## src/rtl/tesp_pkg.sv

```systemverilog
// Shared types and constants of the tagged element stream parser.
package tesp_pkg;

  // Result status codes
  localparam logic [2:0] ST_HEADER  = 3'd0;
  localparam logic [2:0] ST_DONE    = 3'd1;
  localparam logic [2:0] ST_PAYLOAD = 3'd2;
  localparam logic [2:0] ST_OVERRUN = 3'd3;
  localparam logic [2:0] ST_IGNORED = 3'd4;
  localparam logic [2:0] ST_TRUNC   = 3'd5;

  // Length decision modes
  localparam logic [1:0] MODE_WHOLE = 2'd0;
  localparam logic [1:0] MODE_UPPER = 2'd1;
  localparam logic [1:0] MODE_GUESS = 2'd2;
  localparam logic [1:0] MODE_NEXT4 = 2'd3;

  localparam logic [31:0] TAG_NEXT4 = 32'd65538;

  localparam int NUM_WHOLE_TAGS = 9;
  localparam int NUM_UPPER_TAGS = 5;

  localparam logic [31:0] WHOLE_TAGS [NUM_WHOLE_TAGS] = '{
    32'd5255174, 32'd3758161918, 32'd1081312, 32'd1191942, 32'd4206598,
    32'd1060870, 32'd3747846, 32'd1454086, 32'd1323014
  };

  localparam logic [31:0] UPPER_TAGS [NUM_UPPER_TAGS] = '{
    32'd2, 32'd131074, 32'd196610, 32'd1048578, 32'd1179650
  };

  localparam logic [7:0] PRINT_LO = 8'd32;
  localparam logic [7:0] PRINT_HI = 8'd126;

  typedef struct packed {
    logic [2:0]  status;
    logic [31:0] element_tag;
    logic [31:0] element_word;
    logic [31:0] payload_length;
    logic [7:0]  payload_byte;
    logic        end_of_element;
    logic        length_guessed;
  } result_t;

endpackage

```

## src/rtl/tesp_len_sel.sv

```systemverilog
// Length mode decode from the tag and the second header word.
module tesp_len_sel (
  input  logic [31:0] tag,
  input  logic [31:0] word,
  output logic [1:0]  mode
);

  logic is_whole;
  logic is_upper;
  logic printable;

  always_comb begin
    is_whole = 1'b0;
    is_upper = 1'b0;
    for (int k = 0; k < tesp_pkg::NUM_WHOLE_TAGS; k++) begin
      if (tag == tesp_pkg::WHOLE_TAGS[k]) is_whole = 1'b1;
    end
    for (int k = 0; k < tesp_pkg::NUM_UPPER_TAGS; k++) begin
      if (tag == tesp_pkg::UPPER_TAGS[k]) is_upper = 1'b1;
    end
    printable = (word[7:0]  >= tesp_pkg::PRINT_LO) && (word[7:0]  <= tesp_pkg::PRINT_HI) &&
                (word[15:8] >= tesp_pkg::PRINT_LO) && (word[15:8] <= tesp_pkg::PRINT_HI);
  end

  always_comb begin
    priority if (tag == tesp_pkg::TAG_NEXT4) begin
      mode = tesp_pkg::MODE_NEXT4;
    end else if (is_whole) begin
      mode = tesp_pkg::MODE_WHOLE;
    end else if (printable && is_upper) begin
      mode = tesp_pkg::MODE_UPPER;
    end else if (printable) begin
      mode = tesp_pkg::MODE_GUESS;
    end else begin
      mode = tesp_pkg::MODE_WHOLE;
    end
  end

endmodule

```

## src/rtl/tesp_core.sv

```systemverilog
// Parse state and per-byte result logic.
module tesp_core (
  input  logic                clk,
  input  logic                rst_n,
  input  logic                step,
  input  logic [7:0]          data_byte,
  input  logic [31:0]         region_length,
  output tesp_pkg::result_t   res
);

  localparam logic [1:0] PH_TAG     = 2'd0;
  localparam logic [1:0] PH_WORD    = 2'd1;
  localparam logic [1:0] PH_LEN     = 2'd2;
  localparam logic [1:0] PH_PAYLOAD = 2'd3;

  logic [1:0]  phase_r, phase_nxt;
  logic [1:0]  idx_r, idx_nxt;
  logic [31:0] tag_r, tag_nxt;
  logic [31:0] word_r, word_nxt;
  logic [31:0] len_r, len_nxt;
  logic        guess_r, guess_nxt;
  logic [31:0] left_r, left_nxt;
  logic [31:0] pos_r, pos_nxt;
  logic        halted_r, halted_nxt;

  logic        ignored;
  logic [31:0] pos_inc;
  logic [31:0] remaining;
  logic        start;
  logic [31:0] lane;
  logic [31:0] tag_cur;
  logic [31:0] word_cur;
  logic [31:0] len_cur;
  logic        field_done;
  logic [1:0]  mode;
  logic [31:0] fin_len;
  logic        fin_guess;
  logic        do_finish;

  tesp_len_sel u_len_sel (
    .tag  (tag_r),
    .word (word_cur),
    .mode (mode)
  );

  always_comb begin
    ignored   = halted_r || (pos_r >= region_length);
    pos_inc   = pos_r + 32'd1;
    remaining = region_length - pos_inc;
    start     = (phase_r == PH_TAG) && (idx_r == 2'd0);
    unique case (idx_r)
      2'd0: lane = {24'd0, data_byte};
      2'd1: lane = {16'd0, data_byte, 8'd0};
      2'd2: lane = {8'd0, data_byte, 16'd0};
      2'd3: lane = {data_byte, 24'd0};
    endcase
    tag_cur  = (start ? 32'd0 : tag_r) | ((phase_r == PH_TAG) ? lane : 32'd0);
    word_cur = (start ? 32'd0 : word_r) | ((phase_r == PH_WORD) ? lane : 32'd0);
    len_cur  = (start ? 32'd0 : len_r) | ((phase_r == PH_LEN) ? lane : 32'd0);
    field_done = (idx_r == 2'd3);

    // Length chosen when the header completes
    fin_len   = len_cur;
    fin_guess = start ? 1'b0 : guess_r;
    if (phase_r == PH_WORD) begin
      fin_len   = (mode == tesp_pkg::MODE_WHOLE) ? word_cur : {16'd0, word_cur[31:16]};
      fin_guess = (mode == tesp_pkg::MODE_GUESS);
    end
    do_finish = field_done &&
                (((phase_r == PH_WORD) && (mode != tesp_pkg::MODE_NEXT4)) ||
                 (phase_r == PH_LEN));
  end

  always_comb begin
    phase_nxt  = phase_r;
    idx_nxt    = idx_r;
    tag_nxt    = tag_r;
    word_nxt   = word_r;
    len_nxt    = len_r;
    guess_nxt  = guess_r;
    left_nxt   = left_r;
    pos_nxt    = pos_r;
    halted_nxt = halted_r;
    res        = '0;

    if (ignored) begin
      res.status = tesp_pkg::ST_IGNORED;
    end else if (phase_r == PH_PAYLOAD) begin
      pos_nxt            = pos_inc;
      left_nxt           = left_r - 32'd1;
      res.status         = tesp_pkg::ST_PAYLOAD;
      res.element_tag    = tag_r;
      res.element_word   = word_r;
      res.payload_length = len_r;
      res.payload_byte   = data_byte;
      res.length_guessed = guess_r;
      if (left_r == 32'd1) begin
        res.end_of_element = 1'b1;
        phase_nxt          = PH_TAG;
      end
    end else begin
      pos_nxt   = pos_inc;
      idx_nxt   = idx_r + 2'd1;
      tag_nxt   = tag_cur;
      word_nxt  = word_cur;
      len_nxt   = len_cur;
      guess_nxt = start ? 1'b0 : guess_r;
      res.element_tag  = tag_cur;
      res.element_word = word_cur;
      if (do_finish) begin
        len_nxt            = fin_len;
        guess_nxt          = fin_guess;
        res.payload_length = fin_len;
        res.length_guessed = fin_guess;
        res.status         = tesp_pkg::ST_DONE;
        if (fin_len > remaining) begin
          res.status = tesp_pkg::ST_OVERRUN;
          halted_nxt = 1'b1;
        end else if (fin_len == 32'd0) begin
          res.end_of_element = 1'b1;
          phase_nxt          = PH_TAG;
        end else begin
          left_nxt  = fin_len;
          phase_nxt = PH_PAYLOAD;
        end
      end else begin
        if (field_done && (phase_r == PH_TAG)) begin
          phase_nxt = PH_WORD;
        end else if (field_done && (phase_r == PH_WORD)) begin
          len_nxt   = 32'd0;
          phase_nxt = PH_LEN;
        end
        if (remaining == 32'd0) begin
          res.status = tesp_pkg::ST_TRUNC;
          halted_nxt = 1'b1;
        end else begin
          res.status = tesp_pkg::ST_HEADER;
        end
      end
    end
  end

  always_ff @(posedge clk) begin
    if (!rst_n) begin
      phase_r  <= PH_TAG;
      idx_r    <= 2'd0;
      tag_r    <= '0;
      word_r   <= '0;
      len_r    <= '0;
      guess_r  <= 1'b0;
      left_r   <= '0;
      pos_r    <= '0;
      halted_r <= 1'b0;
    end else if (step) begin
      phase_r  <= phase_nxt;
      idx_r    <= idx_nxt;
      tag_r    <= tag_nxt;
      word_r   <= word_nxt;
      len_r    <= len_nxt;
      guess_r  <= guess_nxt;
      left_r   <= left_nxt;
      pos_r    <= pos_nxt;
      halted_r <= halted_nxt;
    end
  end

  // Once halted, stay halted until reset
  a_halt_sticky: assert property (@(posedge clk) disable iff (!rst_n)
    halted_r |=> halted_r)
    else $error("halt flag cleared without reset");

  // A halted parser reports every byte as ignored
  a_halt_ignores: assert property (@(posedge clk) disable iff (!rst_n)
    (step && halted_r) |-> (res.status == tesp_pkg::ST_IGNORED))
    else $error("byte parsed while halted");

  // Payload phase always has bytes left to count
  a_payload_left: assert property (@(posedge clk) disable iff (!rst_n)
    (phase_r == PH_PAYLOAD) |-> (left_r != 32'd0))
    else $error("payload phase with no bytes left");

endmodule

```

## src/rtl/tagged_element_stream_parser.sv

```systemverilog
// Top level of the tagged element stream parser: input stage, output stage, config.
//
// Usage:
//   The input channel (in_valid / in_stall / in_data_in) carries one raw byte of
//   the region per transaction. The output channel (out_valid / out_stall /
//   out_*) returns exactly one result transaction per input byte, in order.
//   cfg_wr_en / cfg_wr_data set region_length; write it only while the block
//   is idle. Writing it does not restart parsing.
// Path: an accepted byte sits in the input register; its result is then loaded
//   into the output register, which drives out_valid and the out_* fields.
// Throughput: one byte per cycle while the output is not stalled. Each byte needs
//   only byte-lane merges, the length mode decode and one subtract-and-compare
//   against the region size, all between the input and output registers.
// Reset (rst_n low, synchronous): both stages empty, parse state back to
//   reading a tag at region position zero, region_length zero.
// Stall: while out_stall holds a full output register, the input register
//   keeps its byte and in_stall is raised; a free output register lets both
//   stages advance together, so no transaction is lost or repeated.
module tagged_element_stream_parser (
  input  logic        clk,
  input  logic        rst_n,
  // input channel
  input  logic        in_valid,
  output logic        in_stall,
  input  logic [7:0]  in_data_in,
  // result channel
  output logic        out_valid,
  input  logic        out_stall,
  output logic [2:0]  out_status,
  output logic [31:0] out_element_tag,
  output logic [31:0] out_element_word,
  output logic [31:0] out_payload_length,
  output logic [7:0]  out_payload_byte,
  output logic        out_end_of_element,
  output logic        out_length_guessed,
  // configuration
  input  logic        cfg_wr_en,
  input  logic [31:0] cfg_wr_data
);

  logic              in_v_r;
  logic [7:0]        in_byte_r;
  logic              out_v_r;
  tesp_pkg::result_t out_r;
  tesp_pkg::result_t res;
  logic [31:0]       region_length_r;
  logic              step;

  // Advance the input stage whenever the output register is free or draining
  assign step     = in_v_r && !(out_v_r && out_stall);
  assign in_stall = in_v_r && out_v_r && out_stall;

  always_ff @(posedge clk) begin
    if (!rst_n) begin
      region_length_r <= '0;
    end else if (cfg_wr_en) begin
      region_length_r <= cfg_wr_data;
    end
  end

  // Input register: hold while stalled
  always_ff @(posedge clk) begin
    if (!rst_n) begin
      in_v_r <= 1'b0;
    end else if (!in_stall) begin
      in_v_r <= in_valid;
    end
  end

  always_ff @(posedge clk) begin
    if (!in_stall) begin
      in_byte_r <= in_data_in;
    end
  end

  tesp_core u_core (
    .clk           (clk),
    .rst_n         (rst_n),
    .step          (step),
    .data_byte     (in_byte_r),
    .region_length (region_length_r),
    .res           (res)
  );

  // Output register: load on step, drop once taken
  always_ff @(posedge clk) begin
    if (!rst_n) begin
      out_v_r <= 1'b0;
    end else if (step) begin
      out_v_r <= 1'b1;
    end else if (!out_stall) begin
      out_v_r <= 1'b0;
    end
  end

  always_ff @(posedge clk) begin
    if (step) begin
      out_r <= res;
    end
  end

  assign out_valid          = out_v_r;
  assign out_status         = out_r.status;
  assign out_element_tag    = out_r.element_tag;
  assign out_element_word   = out_r.element_word;
  assign out_payload_length = out_r.payload_length;
  assign out_payload_byte   = out_r.payload_byte;
  assign out_end_of_element = out_r.end_of_element;
  assign out_length_guessed = out_r.length_guessed;

  // Stall toward the source only when a byte is actually held
  a_stall_held: assert property (@(posedge clk) disable iff (!rst_n)
    in_stall |-> in_v_r)
    else $error("input stalled with empty input stage");

  // A stalled result must not be overwritten
  a_out_hold: assert property (@(posedge clk) disable iff (!rst_n)
    (out_v_r && out_stall) |-> !step)
    else $error("output register overwritten while stalled");

endmodule
```

## config.mk

```make
export PLATFORM = sky130hd
export DESIGN_NAME = tagged_element_stream_parser
export DESIGN_NICKNAME = d
export VERILOG_FILES = /design/src/rtl/tesp_pkg.sv /design/src/rtl/tesp_len_sel.sv /design/src/rtl/tesp_core.sv /design/src/rtl/tagged_element_stream_parser.sv
export SDC_FILE = /design/constraint.sdc
export NUM_CORES = 1
export LEC_CHECK = 0
export BUFFER_PORTS_ARGS = -buffer_cell sky130_fd_sc_hd__buf_2
export CAP_MARGIN = 5
export CORE_MARGIN = 2
export CORE_UTILIZATION = 49
export CTS_CLUSTER_SIZE = 20
export DETAILED_ROUTE_END_ITERATION = 8
export HOLD_SLACK_MARGIN = 0.1
export PLACE_DENSITY = 0.67
export SKIP_CTS_REPAIR_TIMING = 1
export SLEW_MARGIN = 10
export SYNTH_ARGS = -nofsm -noshare
export SYNTH_HDL_FRONTEND = slang
export SYNTH_SLANG_ARGS = --single-unit
```

## constraint.sdc

```tcl
create_clock -name clk -period 17.3 [get_ports clk]
set_input_delay 0.865 -clock clk [delete_from_list [all_inputs] [get_ports clk]]
set_output_delay 0.865 -clock clk [all_outputs]
set_load 0.02 [all_outputs]
```

### Yosys cells after proc, flatten, opt, wreduce, memory -nomap -nowiden

Cells that the tools add are included.

| cells by class | value |
|---|---|
| add/subtract/negate cells | 4 |
| order comparisons | 6 |
| equal/unequal tests | 30 |
| multiplexer cells | 59 |
| bitwise operators | 5 |
| reductions and logical operators | 31 |

Operator list:

| operator | count |
|---|---|
| two-way mux 32 bit | 16 |
| equality test 32 x 21 -> 1 bit (second input constant) | 7 |
| one-hot mux 32 bit (4 select lines) | 1 |
| two-way mux 99 bit | 1 |
| bitwise OR 32 bit | 3 |
| equality test 32 x 18 -> 1 bit (second input constant) | 2 |
| equality test 32 x 23 -> 1 bit (second input constant) | 2 |
| logical NOT 32 bit | 2 |
| adder 32 x 1 -> 32 bit (second input constant) | 1 |
| equality test 32 x 1 -> 1 bit (second input constant) | 1 |
| equality test 32 x 17 -> 1 bit (second input constant) | 1 |
| equality test 32 x 2 -> 1 bit (second input constant) | 1 |
| equality test 32 x 22 -> 1 bit (second input constant) | 1 |
| equality test 32 bit (second input constant) | 1 |
| greater-or-equal comparator 32 bit | 1 |
| > comparator 32 bit | 1 |
| subtractor 32 x 1 -> 32 bit (second input constant) | 1 |
| subtractor 32 bit | 1 |
| two-way mux 2 bit | 14 |
| two-way mux 1 bit | 25 |
| greater-or-equal comparator 8 x 6 -> 1 bit (second input constant) | 2 |
| less-or-equal comparator 8 x 7 -> 1 bit (second input constant) | 2 |
| AND reduction 5 bit | 3 |
| logical AND 1 bit | 13 |
| other kinds (16) | 32 |

| word-level totals | value |
|---|---|
| flip-flop bits (word level) | 317 |
| input port bits | 45 |
| output and inout bits | 111 |
| word-level logic and storage cells | 156 |

### Depth between registers and ports, before layout

| logic depth | value |
|---|---|
| depth in word-level cells | 20 |
| gate-level depth with buffers | 34 |
| depth with buffers taken out | 31 |

### Hierarchy

A second synthesis with hierarchy kept.

| second synthesis, totals | value |
|---|---|
| cell total of the unflattened synthesis | 2329 |
| area, all modules | 19449.9 um2 |

Modules (own cells, without submodules):

| module | times used | cells an instance | area an instance (um2) | sequential area each (um2) |
|---|---|---|---|---|
| tesp_core | 1 | 2060 | 14337.5 | 3323.2 |
| tagged_element_stream_parser | 1 | 228 | 4832.1 | 4194.0 |
| tesp_len_sel | 1 | 41 | 280.3 | 0.0 |

### Least setup slack after synthesis

No wires, ideal clock.

| timing path | value |
|---|---|
| path type | register to register |
| start point | register u_core.pos_r[0] |
| end point | register u_core.left_r[13] |
| setup time | 0.134 ns |
| arrival time | 6.517 ns |
| required time | 17.166 ns |
| path slack | 10.649 ns |
| stages on the path, launching flop included | 33 |
| buffers on the path | 4 |
| period minus slack after synthesis | 6.651 ns |
| cell sequence | dfxtp_1 -> ha_1 -> and3_1 -> and3_1 -> nand3_1 -> nor4_1 -> and3_1 -> and3_1 -> clkbuf_1 -> nand2_1 -> nor2_1 -> xnor2_1 -> ha_1 -> clkbuf_1 -> nand4_1 -> or2_2 -> a2111oi_0 -> a21oi_1 -> a32oi_1 -> xnor2_1 -> ha_1 -> nand4_1 -> nor2_1 -> nand3_1 -> or4_1 -> a2111oi_0 -> o31ai_1 -> nand2_1 -> a21oi_1 -> o211ai_2 -> buf_4 -> buf_6 -> o22ai_1 |

| on the way | value |
|---|---|
| cells in the longest elaborated chain, start to end | 5 |
| elaborated cells on any way between the ends | 8 |
| those cells by class | 2 x add/sub; 2 x order compare; 1 x eq/ne; 1 x bitwise; 2 x reduce/logical |

Ends and longest elaborated chain:

| what | RTL line | source |
|---|---|---|
| start: declaration | tesp_core.sv:23 | `logic [31:0] pos_r, pos_nxt;` |
| start signal: assignment | tesp_core.sv:162 | `pos_r <= pos_nxt;` |
| adder 32 x 1 -> 32 bit | tesp_core.sv:48 | `pos_inc = pos_r + 32'd1;` |
| subtractor 32 bit | tesp_core.sv:49 | `remaining = region_length - pos_inc;` |
| > comparator 32 bit | tesp_core.sv:116 | `if (fin_len > remaining) begin` |
| inequality test 2 x 1 -> 1 bit (no line) | n/a |  |
| AND reduction 5 bit (no line) * | n/a |  |
| end signal: assignment | tesp_core.sv:161 | `left_r <= left_nxt;` |
| end: declaration | tesp_core.sv:22 | `logic [31:0] left_r, left_nxt;` |

Every way passes the cells marked *; elsewhere a longest branch is shown, timed or not.
A chain may end at the register's enable or synchronous reset.

### Final worst setup path

| timing path | value |
|---|---|
| start point | register u_core.pos_r[0] |
| end point | register u_core.left_r[28] |

The elaborated chain is that of the path after synthesis.

==> flow_summary.rst <==
.. list-table::
   :header-rows: 1

   * - Metric
     - Value
   * - Antenna Nets Post-Route
     - 0
   * - Startpoint of the most critical hold path
     - u_core.word_r[26]
   * - Class of the worst hold path
     - reg2reg
   * - Share of async-settable or async-resettable flops after synthesis
     - 0%
   * - Num ports
     - 156
   * - Mean area per synthesized cell
     - 8.61 sq um
   * - Via count of the first global-routing pass
     - 16600
   * - Count of antenna diodes in the layout
     - 0
   * - Worst reg-to-reg setup slack
     - 9350 ps
   * - Number of instances on the worst hold path
     - 2
   * - Slew headroom
     - 19.5%
   * - CTS tree
     - yes
   * - Total via count in the routed design
     - 17500
   * - CP startpoint kind
     - register
   * - Combined global-route utilization of all metal layers
     - 29.5%
   * - Post-Route WL
     - 60300 um
   * - Endpoint of the worst hold path
     - u_core.word_r[26]
   * - Post-synth cell types
     - 80
   * - Final clock skew
     - 22.9 ps
   * - Max Cap Violations
     - 0
   * - Final critical-path share of the clock period
     - 45.9%
   * - Setup repair after global routing missed its margin
     - no
   * - Synthesized instance count
     - 2195
   * - Final hold violations
     - 0
   * - FMAX
     - 126 MHz
   * - Syn Std Cell Area
     - 18900 sq um
   * - Depth of the worst register-to-register path
     - 28
   * - Die span in x
     - 200 um
   * - Seq/Total Area, Yosys
     - 39.8%
   * - HPWL after DPL
     - 42400 um
   * - # H-tree levels
     - 2
   * - Most used DFF post-synth
     - sky130_fd_sc_hd__dfxtp_1
   * - Net count of the finished layout
     - 2423
   * - Flip-flop and latch count after synthesis
     - 317
   * - RePlAce Congestion
     - 0.947
   * - Synth-to-layout area growth
     - 12.0%
   * - Number of enable-type register cells in the synthesized netlist
     - 117
   * - Highest fanout seen on the critical path
     - 29
   * - Wire length of the first global-routing pass
     - 94300 um
   * - Launching point of the worst reg2reg path
     - u_core.pos_r[0]
   * - Clock tree root driver cell
     - sky130_fd_sc_hd__clkbuf_16
   * - Clock Path Buffers
     - 3
   * - Top cell by count, worst path
     - sky130_fd_sc_hd__and3_1
   * - Overflow left after global routing
     - 0
   * - Endpoint type of the worst setup path
     - register
   * - Category of the most critical setup path
     - reg2reg
   * - Worst-case setup slack after placement
     - 9340 ps
   * - Drt pass-1 iters
     - 5
   * - Insertion delay to the later sink of the worst-skew pair
     - 570 ps
   * - Via/cell ratio
     - 6.23
   * - Final setup slack of the worst path
     - 9350 ps
   * - Yosys warns
     - 0
   * - Height of the chip
     - 200 um
   * - Result of the run
     - complete, no violations
   * - Synthesized netlist net count
     - 2343
   * - Filler cells
     - 3517
   * - Min Clock Period, post-route
     - 7950 ps
   * - Post-Route Setup TNS
     - 0 ps
   * - DRC errors left
     - 0
   * - Critical Path AT
     - 8360 ps
   * - Leakage power figure
     - 8.39 nW
   * - Required time of the critical path
     - 17710 ps
   * - Initial Util
     - 49.9%
   * - PortBufs
     - 155
   * - Site Rows
     - 71
   * - R2r endpoint
     - u_core.left_r[28]
   * - Core Area
     - 37800 sq um
   * - CTS buffer count
     - 36
   * - DRC violation total after the first TritonRoute iteration
     - 1556
   * - Final Cell Area
     - 21200 sq um
   * - Finish-stage setup viols
     - 0
   * - Share of layout cells above drive strength 1
     - 12.7%
   * - Number of antenna violations at the first check in global routing
     - 2
   * - Maximum number of pins on one net before global-route repair
     - 92
   * - Number of max-slew violations in the final report
     - 0
   * - Average routed wire per standard cell
     - 21.4 um
   * - Full die area
     - 40200 sq um
   * - Power per cell area
     - 86.9 nW/um^2
   * - Clock transition at the registers of the reported paths
     - 60 ps
   * - TritonCTS Sinks
     - 317
   * - Fin util
     - 55.9%
   * - Maximum vdd drop
     - 0.0661 mV
   * - Worst Max-Slew Pin Slew
     - 1210 ps
   * - Maximum cell stage delay along the critical path
     - 570 ps
   * - Placed inst area
     - 20000 sq um
   * - Critical Path Slowest Stage Cell
     - sky130_fd_sc_hd__nor4_1
layout by cell type (no fill, tap or decap), types with 24 or more instances in the layout:
cell,count
sky130_fd_sc_hd__a21oi_1,148
sky130_fd_sc_hd__a22o_1,37
sky130_fd_sc_hd__a21o_1,29
sky130_fd_sc_hd__nor3_1,57
sky130_fd_sc_hd__nor2_1,302
sky130_fd_sc_hd__inv_1,69
sky130_fd_sc_hd__nand3_1,38
sky130_fd_sc_hd__nand4_1,37
sky130_fd_sc_hd__mux2i_1,46
sky130_fd_sc_hd__clkbuf_16,36
sky130_fd_sc_hd__o21ai_0,95
sky130_fd_sc_hd__buf_4,42
sky130_fd_sc_hd__o22ai_1,37
sky130_fd_sc_hd__and2_1,35
sky130_fd_sc_hd__a32oi_1,46
sky130_fd_sc_hd__a211oi_1,33
sky130_fd_sc_hd__buf_2,155
sky130_fd_sc_hd__nand2_1,191
sky130_fd_sc_hd__ha_1,102
sky130_fd_sc_hd__xor2_1,36
sky130_fd_sc_hd__a22oi_1,44
sky130_fd_sc_hd__edfxtp_1,117
sky130_fd_sc_hd__xnor2_1,50
sky130_fd_sc_hd__dfxtp_1,200
sky130_fd_sc_hd__a31oi_1,24
logic make-up (layout without fill, tap and decap cells):
family                   after synthesis  after routing  share of synthesized area (%)
buffers and inverters                227            335                           4.81
flip-flops                           317            317                           39.8
AND/OR/NAND/NOR                      782            782                           19.2
adder cells (fa/ha/maj)              103            103                           6.86
multiplexers                          49             49                           2.62
AO/OA/AOI/OAI                        631            631                           22.7
XOR/XNOR                              86             86                           3.99
registers in the layout, indices dropped and copies added, names as in the netlist, 2 cells and up:
name and cells:
out_status 3, u_core.pos_r 32, out_payload_length 32, in_byte_r 8
u_core.phase_r 2, out_element_tag 32, u_core.word_r 32, u_core.left_r 32
u_core.tag_r 32, out_element_word 32, out_payload_byte 8, region_length_r 32
u_core.len_r 32, u_core.idx_r 2
cell usage after synthesis, types with 17 or more instances:
cell                       number  share of area (%)
sky130_fd_sc_hd__a211oi_1      33                1.3
sky130_fd_sc_hd__a21o_1        29                1.2
sky130_fd_sc_hd__a21oi_1      149                3.9
sky130_fd_sc_hd__a22o_1        37                1.7
sky130_fd_sc_hd__a22oi_1       44                1.7
sky130_fd_sc_hd__a31oi_1       24               0.79
sky130_fd_sc_hd__a32oi_1       46                2.1
sky130_fd_sc_hd__and2_1        35                1.2
sky130_fd_sc_hd__buf_2         23               0.61
sky130_fd_sc_hd__clkbuf_1     118                2.3
sky130_fd_sc_hd__dfxtp_1      200                 21
sky130_fd_sc_hd__edfxtp_1     117                 19
sky130_fd_sc_hd__ha_1         102                6.8
sky130_fd_sc_hd__inv_1         71                1.4
sky130_fd_sc_hd__mux2i_1       46                2.4
sky130_fd_sc_hd__nand2_1      191                3.8
sky130_fd_sc_hd__nand3_1       38                1.0
sky130_fd_sc_hd__nand4_1       37                1.2
sky130_fd_sc_hd__nor2_1       303                6.0
sky130_fd_sc_hd__nor3_1        59                1.6
sky130_fd_sc_hd__nor4_1        17               0.56
sky130_fd_sc_hd__o21ai_0       95                2.5
sky130_fd_sc_hd__o22ai_1       37                1.2
sky130_fd_sc_hd__xnor2_1       50                2.3
sky130_fd_sc_hd__xor2_1        36                1.7
layer usage:
layer	GRT usage, %	part of all wire, %	up-vias
met5	0	0.027	-
met4	14.9	5.0	2
met3	4.80	6.9	176
met2	48.6	47	765
met1	37.6	41	8356
li1	-	-	8238
through the flow:
stage / hold slack [ps] / power, mW / instances
2_1_floorplan: 429 / 1.02 / 2195
3_3_place_gp: 445 / 1.10 / 2748
3_5_place_dp: 464 / 1.10 / 2748
4_1_cts: 454 / 1.85 / 2814
5_1_grt: 469 / 1.91 / 2814
6_report: 471 / 1.84 / 2814
worst max-delay path, delay by kind of cell (launching register included):
| family | cells | cell delay (ps) |
|---|---|---|
| AND/OR/NAND/NOR | 15 | 3950 |
| AO/OA/AOI/OAI | 8 | 2220 |
| adder cells (fa/ha/maj) | 3 | 960 |
| flip-flops | 1 | 420 |
| XOR/XNOR | 2 | 210 |
power breakdown:
part           switching (mW)  internal, mW  total [mW]
Combinational           0.184        0.0951       0.279
Sequential             0.0153         0.798       0.813
Clock                   0.340         0.409       0.749
worst max-delay path by stage:
stage	startpoint	to	slack, ps
global placement	u_core.pos_r[0]	u_core.left_r[28]	9740
finish	u_core.pos_r[0]	u_core.left_r[28]	9350
CTS	u_core.pos_r[0]	u_core.left_r[8]	9340
global route	u_core.pos_r[0]	u_core.left_r[13]	8510
floorplan	u_core.pos_r[0]	u_core.left_r[13]	10650
detailed placement	u_core.pos_r[0]	u_core.left_r[8]	9340
area by class of cell:
type / instances / area, sq um / area share, %
Timing Repair Buffer: 197 / 1090 / 5.15
Tap cell: 511 / 639 / 3.02
Multi-Input combinational cell: 1651 / 10500 / 49.6
Clock buffer: 41 / 960 / 4.53
Inverter: 72 / 275 / 1.30
Clock inverter: 25 / 186 / 0.881
Sequential cell: 317 / 7520 / 35.5
Power figures use the tool's default switching activity.
